$ cat src/rtl/core/fne_pkg.sv
`timescale 1ns / 1ps
// ----------------------------------------------------------------------------
// fne_pkg
// Shared types, constants and fixed-point helpers for the FitzHugh-Nagumo
// Euler step pipeline (signed Q8.24, saturating).
// ----------------------------------------------------------------------------
package fne_pkg;

  localparam int WORD_W     = 32;
  localparam int FRAC_W     = 24;
  localparam int PROD_W     = 2 * WORD_W;
  localparam int STEP_W     = WORD_W - 1;
  localparam int ADDR_W     = 4;
  localparam int NUM_STAGES = 9;

  typedef logic signed [WORD_W-1:0]        word_t;
  typedef logic signed [WORD_W:0]          wide_t;
  typedef logic signed [PROD_W-1:0]        prod_t;
  typedef logic signed [PROD_W-FRAC_W-1:0] shifted_t;
  typedef logic        [STEP_W-1:0]        step_t;

  localparam word_t WORD_MAX   = {1'b0, {(WORD_W-1){1'b1}}};
  localparam word_t WORD_MIN   = {1'b1, {(WORD_W-1){1'b0}}};
  localparam word_t FX_ONE     = word_t'(64'sd1 <<< FRAC_W);
  localparam prod_t ROUND_BIAS = prod_t'(64'sd1 <<< (FRAC_W - 1));

  // reset values of the configuration registers (Q8.24)
  localparam step_t TIME_STEP_RST     = step_t'(167772);
  localparam word_t CUBIC_OFFSET_RST  = word_t'(-1677722);
  localparam word_t RECOVERY_GAIN_RST = word_t'(50331648);
  localparam word_t RECOVERY_RATE_RST = word_t'(83886);

  typedef enum logic [1:0] {
    REG_TIME_STEP     = 2'd0,
    REG_CUBIC_OFFSET  = 2'd1,
    REG_RECOVERY_GAIN = 2'd2,
    REG_RECOVERY_RATE = 2'd3
  } reg_idx_t;

  function automatic word_t sat_word(wide_t s);
    if (s[WORD_W] != s[WORD_W-1]) begin
      return s[WORD_W] ? WORD_MIN : WORD_MAX;
    end
    return word_t'(s[WORD_W-1:0]);
  endfunction

  function automatic word_t sat_add(word_t a, word_t b);
    wide_t s;
    s = wide_t'(a) + wide_t'(b);
    return sat_word(s);
  endfunction

  function automatic word_t sat_sub(word_t a, word_t b);
    wide_t s;
    s = wide_t'(a) - wide_t'(b);
    return sat_word(s);
  endfunction

  // round to nearest (ties up), drop fraction bits, saturate to a word
  function automatic word_t fx_round(prod_t p);
    prod_t    r;
    shifted_t q;
    r = p + ROUND_BIAS;
    q = shifted_t'(r[PROD_W-1:FRAC_W]);
    if (!(&q[PROD_W-FRAC_W-1:WORD_W-1]) && (|q[PROD_W-FRAC_W-1:WORD_W-1])) begin
      return q[PROD_W-FRAC_W-1] ? WORD_MIN : WORD_MAX;
    end
    return word_t'(q[WORD_W-1:0]);
  endfunction

  function automatic prod_t fx_mul_raw(word_t a, word_t b);
    return prod_t'(a) * prod_t'(b);
  endfunction

endpackage

$ cat src/rtl/core/fne_cfg.sv
`timescale 1ns / 1ps
// ----------------------------------------------------------------------------
// fne_cfg
// APB register file holding dt, alpha, gamma and epsilon.
// ----------------------------------------------------------------------------
module fne_cfg (
  input  logic                        clk,
  input  logic                        rst,
  input  logic                        psel,
  input  logic                        penable,
  input  logic                        pwrite,
  input  logic [fne_pkg::ADDR_W-1:0]  paddr,
  input  logic [fne_pkg::WORD_W-1:0]  pwdata,
  output logic [fne_pkg::WORD_W-1:0]  prdata,
  output logic                        pready,
  output fne_pkg::step_t              time_step,
  output fne_pkg::word_t              cubic_offset,
  output fne_pkg::word_t              recovery_gain,
  output fne_pkg::word_t              recovery_rate
);
  import fne_pkg::*;

  reg_idx_t idx;
  logic     wr_en;

  assign pready = 1'b1;
  assign idx    = reg_idx_t'(paddr[ADDR_W-1:2]);
  assign wr_en  = psel && penable && pwrite && pready;

  always_ff @(posedge clk) begin
    if (rst) begin
      time_step     <= TIME_STEP_RST;
      cubic_offset  <= CUBIC_OFFSET_RST;
      recovery_gain <= RECOVERY_GAIN_RST;
      recovery_rate <= RECOVERY_RATE_RST;
    end else if (wr_en) begin
      case (idx)
        REG_TIME_STEP:     time_step     <= step_t'(pwdata[STEP_W-1:0]);
        REG_CUBIC_OFFSET:  cubic_offset  <= word_t'(pwdata);
        REG_RECOVERY_GAIN: recovery_gain <= word_t'(pwdata);
        REG_RECOVERY_RATE: recovery_rate <= word_t'(pwdata);
        default: ;
      endcase
    end
  end

  always_comb begin
    case (idx)
      REG_TIME_STEP:     prdata = {1'b0, time_step};
      REG_CUBIC_OFFSET:  prdata = cubic_offset;
      REG_RECOVERY_GAIN: prdata = recovery_gain;
      REG_RECOVERY_RATE: prdata = recovery_rate;
      default:           prdata = '0;
    endcase
  end

endmodule

$ cat config.mk
export PLATFORM = sky130hd
export DESIGN_NAME = fne_cfg
export DESIGN_NICKNAME = d
export VERILOG_FILES = /design/src/rtl/core/fne_pkg.sv /design/src/rtl/core/fne_cfg.sv
export SDC_FILE = /design/constraint.sdc
export NUM_CORES = 1
export LEC_CHECK = 0
export BUFFER_PORTS_ARGS = -buffer_cell sky130_fd_sc_hd__clkbuf_2
export CAP_MARGIN = 20
export CORE_UTILIZATION = 40
export CTS_BUF_LIST = sky130_fd_sc_hd__clkbuf_4 sky130_fd_sc_hd__clkbuf_8 sky130_fd_sc_hd__clkbuf_16
export DETAILED_ROUTE_END_ITERATION = 10
export PLACE_DENSITY = 0.66
export SLEW_MARGIN = 10
export SYNTH_ARGS = -nofsm -noshare
export SYNTH_HDL_FRONTEND = slang
export SYNTH_SLANG_ARGS = --single-unit
export TNS_END_PERCENT = 10
$ cat constraint.sdc
create_clock -name clk -period 1.4 [get_ports clk]
set_clock_uncertainty 0.1 [all_clocks]
set_input_delay 0.07 -clock clk [delete_from_list [all_inputs] [get_ports clk]]
set_output_delay 0.07 -clock clk [all_outputs]
set_load 0.01 [all_outputs]
==> run metrics, run 1 <==
cell family contributing the most delay on the critical path multiplexers; Worst path slowest cell sky130_fd_sc_hd__mux4_2; Highest Clock Rate 652 MHz; count of H-tree levels built during CTS 4; Max Cap Viol 0; number of cells in the finished layout apart from fillers 960; width of the die 123 µm; largest net degree at the start of global routing 74; endpoint of the worst-slack reg-to-reg timing path recovery_rate[30]$_SDFFE_PP0P_; number of remaining DRC errors 0; R2R depth 4; Critical R2R Launch recovery_rate[30]$_SDFFE_PP0P_; via count of the first global-routing pass 4632; Data arrival, critical path 1.36 ns; CP bufs+invs 1; Final Max Slew Viols 0; Clock Root Buffer sky130_fd_sc_hd__clkbuf_16; number of cell rows 43; worst-path fanout max 3; worst-case setup margin in the final layout -0.133 ns; final period demand of the worst path 1.53 ns; number of iterations in the first detailed-routing pass 4; run status finished, violations left; worst stage delay on the critical path 0.47 ns; Die Ht 123 µm; met1 global-route usage 26.6%; worst hold path startpoint rst; GRT Max-Usage Layer met2; Total Die Area 15200 µm²; power per unit of standard cell area 1090 nW/µm²; unrepaired setup endpoints after global routing yes; Wirelength per Cell 16.4 µm; total clock buffers created by CTS 17; reg2reg setup slack 0.49 ns; Cells after Synth 531; met3 Track Usage GR 4.57%; violated checks setup timing; post-layout util 58.3%; sequential fraction of the synthesis area 43.2%; starting utilization of the core area 41.7%; estimated wirelength of the detail-placed design 11000 µm; GPL Wtd Cong 0.789; cell area after synthesis 5880 µm²; area grow syn2layout 39.9%; Net Count, Synth 572; number of flip-flops and latches in the synthesized netlist 127; Yosys warning count 0; Initial DRC Count 187; core outline area 14100 µm²; clock latency reported for the late side of the worst-skew pair 0.41 ns; final setup violating endpoints 32; Max rail drop VDD 0.731 mV; WL final 15800 µm; final hold violation count 0; wire length of the first global-routing pass 24400 µm; path category of the worst min-delay check in2reg; count of inserted antenna diode cells 0; critical path, cell by cell mux4_2 > clkbuf_2; ratio of cells with drive above 1 in the final layout 46.7%; sort of element at the end of the critical path output pin; average footprint of a synthesized cell 11.1 µm²; number of nets at the end of the flow 809; total power of the final layout 8.94 mW; Hold Crit Depth 4; startpoint-to-endpoint class of the critical path reg2out; antenna violations before repair 0; CTS tree done; Startpoint Class flip-flop; DRT antenna net count 0; maximum number of buffers from clock root to sink 2; final clock period utilization by the worst path 109%; TritonCTS sink count 127; Pleak 3.83 nW; leftover overflow at the end of global routing 0; # IOs 201; all-layer global routing usage 21.3%; required time at the endpoint of the critical path 1.23 ns; vias after detailed routing 4834; IO Port Bufs 197; clock-pin slew reported for the worst setup and hold paths after clock tree synthesis 0.05 ns; Worst Hold Path EP cubic_offset[24]$_SDFFE_PP1P_; post-synthesis cell type count 22; routed vias/inst 5.04; Placed Instances 885; met2 usage 36.1%
==> registers in the layout (all words and copies together), names as in the netlist <==
name	cells
recovery_rate	32
cubic_offset	32
recovery_gain	32
time_step	31
==> layer usage <==
metal / part of all wire [%] / wire length, µm
met1: 44 / 6900
met2: 49 / 7710
met3: 6.0 / 948
met4: 1.3 / 206
met5: 0 / 0
==> worst max-delay path by stage <==
| stage | cells past startpoint | to | slack (ns) | start |
|---|---|---|---|---|
| after floorplan | 3 | prdata[10] | 0.18 | paddr[2] |
| after CTS | 2 | prdata[12] | -0.13 | recovery_rate[12]$_SDFFE_PP0P_ |
| after detailed placement | 5 | time_step[27]$_SDFFE_PP0P_ | 0.03 | paddr[2] |
| after global placement | 5 | time_step[19]$_SDFFE_PP0P_ | 0.05 | paddr[2] |
| after global routing | 2 | prdata[30] | -0.18 | time_step[30]$_SDFFE_PP0P_ |
| final | 2 | prdata[22] | -0.13 | time_step[22]$_SDFFE_PP0P_ |
==> synthesized netlist by cell type <==
cell type                  instances  share of area, %
sky130_fd_sc_hd__dfxtp_1         127                43
sky130_fd_sc_hd__or2_1             1              0.11
sky130_fd_sc_hd__nor2b_1           1              0.11
sky130_fd_sc_hd__clkbuf_1         14              0.89
sky130_fd_sc_hd__nor2_2            1              0.11
sky130_fd_sc_hd__nand2b_1        116                12
sky130_fd_sc_hd__buf_2            13               1.1
sky130_fd_sc_hd__buf_6             8               1.5
sky130_fd_sc_hd__mux2_2            1              0.19
sky130_fd_sc_hd__conb_1            1             0.064
sky130_fd_sc_hd__a22o_1            1              0.15
sky130_fd_sc_hd__and2_1            1              0.11
sky130_fd_sc_hd__mux4_2           31                12
sky130_fd_sc_hd__nor2_1           71               4.5
sky130_fd_sc_hd__or3_1             1              0.11
sky130_fd_sc_hd__nand2_2           1              0.11
sky130_fd_sc_hd__nand3_1           2              0.17
sky130_fd_sc_hd__buf_4             9               1.1
sky130_fd_sc_hd__mux2i_1         127                22
sky130_fd_sc_hd__nor3_1            1             0.085
sky130_fd_sc_hd__and3_1            2              0.21
sky130_fd_sc_hd__nand4_2           1              0.21
==> repair_timing <==
| action | 4_1_cts | 5_1_grt |
|---|---|---|
| setup buffers | 10 | 2 |
| hold buffers | 32 | 0 |
| pin swaps | 0 | 0 |
| endpoints found under the setup margin | 32 | 32 |
| resized for setup | 61 | 10 |
| endpoints found under the hold margin | 127 | 0 |
==> power by group <==
group	switching [mW]	internal, mW	leakage [nW]
registers	0.0387	3.67	1.04
logic	0.399	0.439	2.49
clock network	1.50	2.89	0.303
total	1.94	7.00	3.83
==> cell type report <==
class / count / area [µm²]
clock inverters: 6 / 80.1
flip-flops and latches: 127 / 2620
clock buffers: 25 / 517
fillers: 1186 / 5870
repair buffers: 262 / 1700
well taps: 180 / 225
multi-input cells: 360 / 3070
==> kinds of logic (layout without fill, tap and decap cells) <==
| logic type | after synthesis | in the layout | share of synthesized area, % |
|---|---|---|---|
| other | 1 | 1 | 0.0638 |
| buffers and inverters | 44 | 293 | 4.68 |
| multiplexers | 159 | 159 | 33.7 |
| flip-flops | 127 | 127 | 43.2 |
| AND/OR/NAND/NOR | 199 | 199 | 18.2 |
| AO/OA/AOI/OAI | 1 | 1 | 0.149 |
==> per-stage QoR <==
stage / hold WS, ns / cell area [µm²] / worst slack (ns) / TNS (ns)
final: 0.0904 / 8220 / -0.133 / -3.35
after detailed placement: 0.257 / 7110 / 0.0269 / 0
after CTS: 0.0833 / 8190 / -0.133 / -3.93
after floorplan: 0.125 / 5880 / 0.184 / 0
after global placement: 0.239 / 7110 / 0.0484 / 0
after global routing: 0.117 / 8220 / -0.176 / -4.83
==> cells in the final DEF, fill, tap and decap left out, drive strengths merged <==
cell	n
a22o	1
and2	1
and3	2
buf	37
bufinv	2
clkbuf	218
clkinv	4
conb	1
dfxtp	127
dlygate4sd3	32
mux2	1
mux2i	127
mux4	31
nand2	1
nand2b	116
nand3	2
nand4	1
nor2	72
nor2b	1
nor3	1
or2	1
or3	1
==> tightest hold or removal path, cell delays in order <==
cell and delay (ns):
sky130_fd_sc_hd__buf_4 0.14, sky130_fd_sc_hd__buf_12 0.18, sky130_fd_sc_hd__nor2_1 0.10, sky130_fd_sc_hd__mux2i_1 0.06
(Power assumes the default switching activity.)
==> run 2, diff against run 1 <==
--- a/config.mk
+++ b/config.mk
@@ -9,8 +9,9 @@
 export CAP_MARGIN = 20
 export CORE_UTILIZATION = 40
 export CTS_BUF_LIST = sky130_fd_sc_hd__clkbuf_4 sky130_fd_sc_hd__clkbuf_8 sky130_fd_sc_hd__clkbuf_16
+export CTS_CLUSTER_DIAMETER = 60
 export DETAILED_ROUTE_END_ITERATION = 10
-export PLACE_DENSITY = 0.66
+export PLACE_DENSITY_LB_ADDON = 0.1
 export SLEW_MARGIN = 10
 export SYNTH_ARGS = -nofsm -noshare
 export SYNTH_HDL_FRONTEND = slang
==> constraint.sdc (replaced) <==
create_clock -name clk -period 1.4 [get_ports clk]
set_clock_uncertainty 0.1 [all_clocks]
set_input_delay 0 -clock clk [delete_from_list [all_inputs] [get_ports clk]]
set_output_delay 0 -clock clk [all_outputs]
set_load 0.01 [all_outputs]
==> run metrics, run 2 (same netlist as run 1, synthesis figures left out) <==
final setup violating endpoints 31 (-3.1%); Data arrival, critical path 1.34 ns (-0.02 ns); Max Cap Viol 0 (unchanged); Die Ht 123 µm (unchanged); DRT antenna net count 0 (unchanged); IO Port Bufs 197 (unchanged); maximum number of buffers from clock root to sink 2 (unchanged); most used cells in the layout excluding fill and tap cells 192 x sky130_fd_sc_hd__clkbuf_2, 127 x sky130_fd_sc_hd__mux2i_1, 116 x sky130_fd_sc_hd__nand2b_1; Critical R2R Launch recovery_rate[7]$_SDFFE_PP1P_; Wirelength per Cell 16.0 µm (-2.2%); run status finished, violations left; Power Internal 6.86 mW (-2.1%); number of cell rows 43 (unchanged); # IOs 201 (unchanged); path category of the worst min-delay check in2reg; final clock period utilization by the worst path 103% (-6.4 points); fin area 8190 µm² (-0.44%); all-layer global routing usage 20.6% (-0.70 points); area grow syn2layout 39.2%; leftover overflow at the end of global routing 0 (unchanged); launch point of the critical path recovery_gain[21]$_SDFFE_PP0P_; number of iterations in the first detailed-routing pass 4 (unchanged); final hold violation count 0 (unchanged); count of H-tree levels built during CTS 4 (unchanged); power per unit of standard cell area 1070 nW/µm² (-1.3%); most common library cell in the layout ignoring fill and taps sky130_fd_sc_hd__clkbuf_2; startpoint-to-endpoint class of the critical path reg2out; Max rail drop VDD 0.747 mV (+2.1%); reg2reg setup slack 0.55 ns (+0.06 ns); worst-path fanout max 3 (unchanged); net switching share of the total power 22.0% (+0.31 points); sort of element at the end of the critical path output pin; final period demand of the worst path 1.44 ns (-0.0902 ns); unrepaired setup endpoints after global routing yes; worst hold path startpoint pwrite; switching power of the nets 1.94 mW (-0.28%); worst-case setup margin in the final layout -0.0426 ns (+0.0902 ns); Initial DRC Count 198 (+5.9%); area of placed instances 7100 µm² (-0.21%); vias after detailed routing 4712 (-2.5%); number of remaining DRC errors 0 (unchanged); Highest Clock Rate 693 MHz (+6.3%); worst-case setup slack after placement 0.0830 ns (+0.0562 ns); relative contribution of sequential cells to total power 42.2% (+0.7 points); core outline area 14100 µm² (unchanged); largest net degree at the start of global routing 50 (-32%); GPL Wtd Cong 0.742 (-6.0%); clock-pin slew reported for the worst setup and hold paths after clock tree synthesis 0.06 ns (about the same); starting utilization of the core area 41.7% (unchanged); required time at the endpoint of the critical path 1.30 ns (+0.07 ns); violated checks setup timing; TritonCTS sink count 127 (unchanged); wire length of the first global-routing pass 23400 µm (-4.3%); Hold Worst Slack 0.0662 ns (-0.0242 ns); estimated wirelength of the detail-placed design 10800 µm (-1.9%); count of inserted antenna diode cells 0 (unchanged); Total Die Area 15200 µm² (unchanged); part of the total power dissipated in combinational logic 9.6% (+0.2 points); clock latency reported for the late side of the worst-skew pair 0.40 ns (about the same); total clock buffers created by CTS 17 (unchanged); CTS tree done; WL final 15500 µm (-1.9%); Pleak 3.83 nW (-0.14%); via count of the first global-routing pass 4559 (-1.6%); Largest regs cubic_offset (32), recovery_gain (32), recovery_rate (32); antenna violations before repair 0 (unchanged); fraction of power consumed by the clock network 48.2% (-1.0 points); Final Max Slew Viols 0 (unchanged); routed vias/inst 4.89 (-2.8%); ratio of cells with drive above 1 in the final layout 45.7% (-0.95 points); Clock Root Buffer sky130_fd_sc_hd__clkbuf_16; width of the die 123 µm (unchanged); number of nets at the end of the flow 811 (+0.25%); Startpoint Class flip-flop
## run 2: repair_timing
action,4_1_cts,5_1_grt
resized for setup,53,14
hold buffers,34,0
setup endpoints to repair,32,33
endpoints found under the hold margin,127,0
buffers inserted,8,1
## run 2: path summary, 6_finish.rpt
path                                                        to  cells after the start
worst max-delay path                                prdata[21]                      2
worst min-delay path            recovery_gain[10]$_SDFFE_PP0P_                      5
worst max register to register   recovery_rate[7]$_SDFFE_PP1P_                      3
worst min register to register  recovery_rate[22]$_SDFFE_PP0P_                      2
## run 2: through the flow
step                total power, mW  cells  util [%]  TNS (ns)
CTS                            8.88    962      57.8     -1.48
global route                   9.13    963      58.1     -2.40
global placement               4.52    888      50.4         0
finish                         8.79    963      58.1    -0.842
floorplan                      4.25    531         -         0
detailed placement             4.53    888      50.4         0
## run 2: power by group through the flow
stage          combinational [mW]  sequential [mW]  clock, mW
2_1_floorplan               0.453             3.79          0
3_3_place_gp                0.738             3.78          0
3_5_place_dp                0.751             3.78          0
4_1_cts                     0.840             3.71       4.33
5_1_grt                     0.916             3.71       4.50
6_report                    0.843             3.71       4.24
## run 2: per-layer routing
layer / wire, µm / global-route usage (%) / vias up
met1: 6900 / 25.1 / 2261
met4: 180 / 6.17 / 0
li1: - / - / 2291
met3: 832 / 6.27 / 13
met2: 7540 / 34.7 / 147
met5: 0 / 0 / -
## run 2: layout make-up
| class | count | area [µm²] |
|---|---|---|
| Fill cell | 1200 | 5910 |
| Multi-Input combinational cell | 360 | 3070 |
| Sequential cell | 127 | 2620 |
| Timing Repair Buffer | 264 | 1690 |
| Clock buffer | 26 | 524 |
| Tap cell | 180 | 225 |
| Clock inverter | 6 | 55.1 |
## run 2: worst max-delay path: stages (launching register included)
cell	delay [ns]
sky130_fd_sc_hd__dfxtp_1	0.33
sky130_fd_sc_hd__mux4_2	0.46
sky130_fd_sc_hd__clkbuf_2	0.14
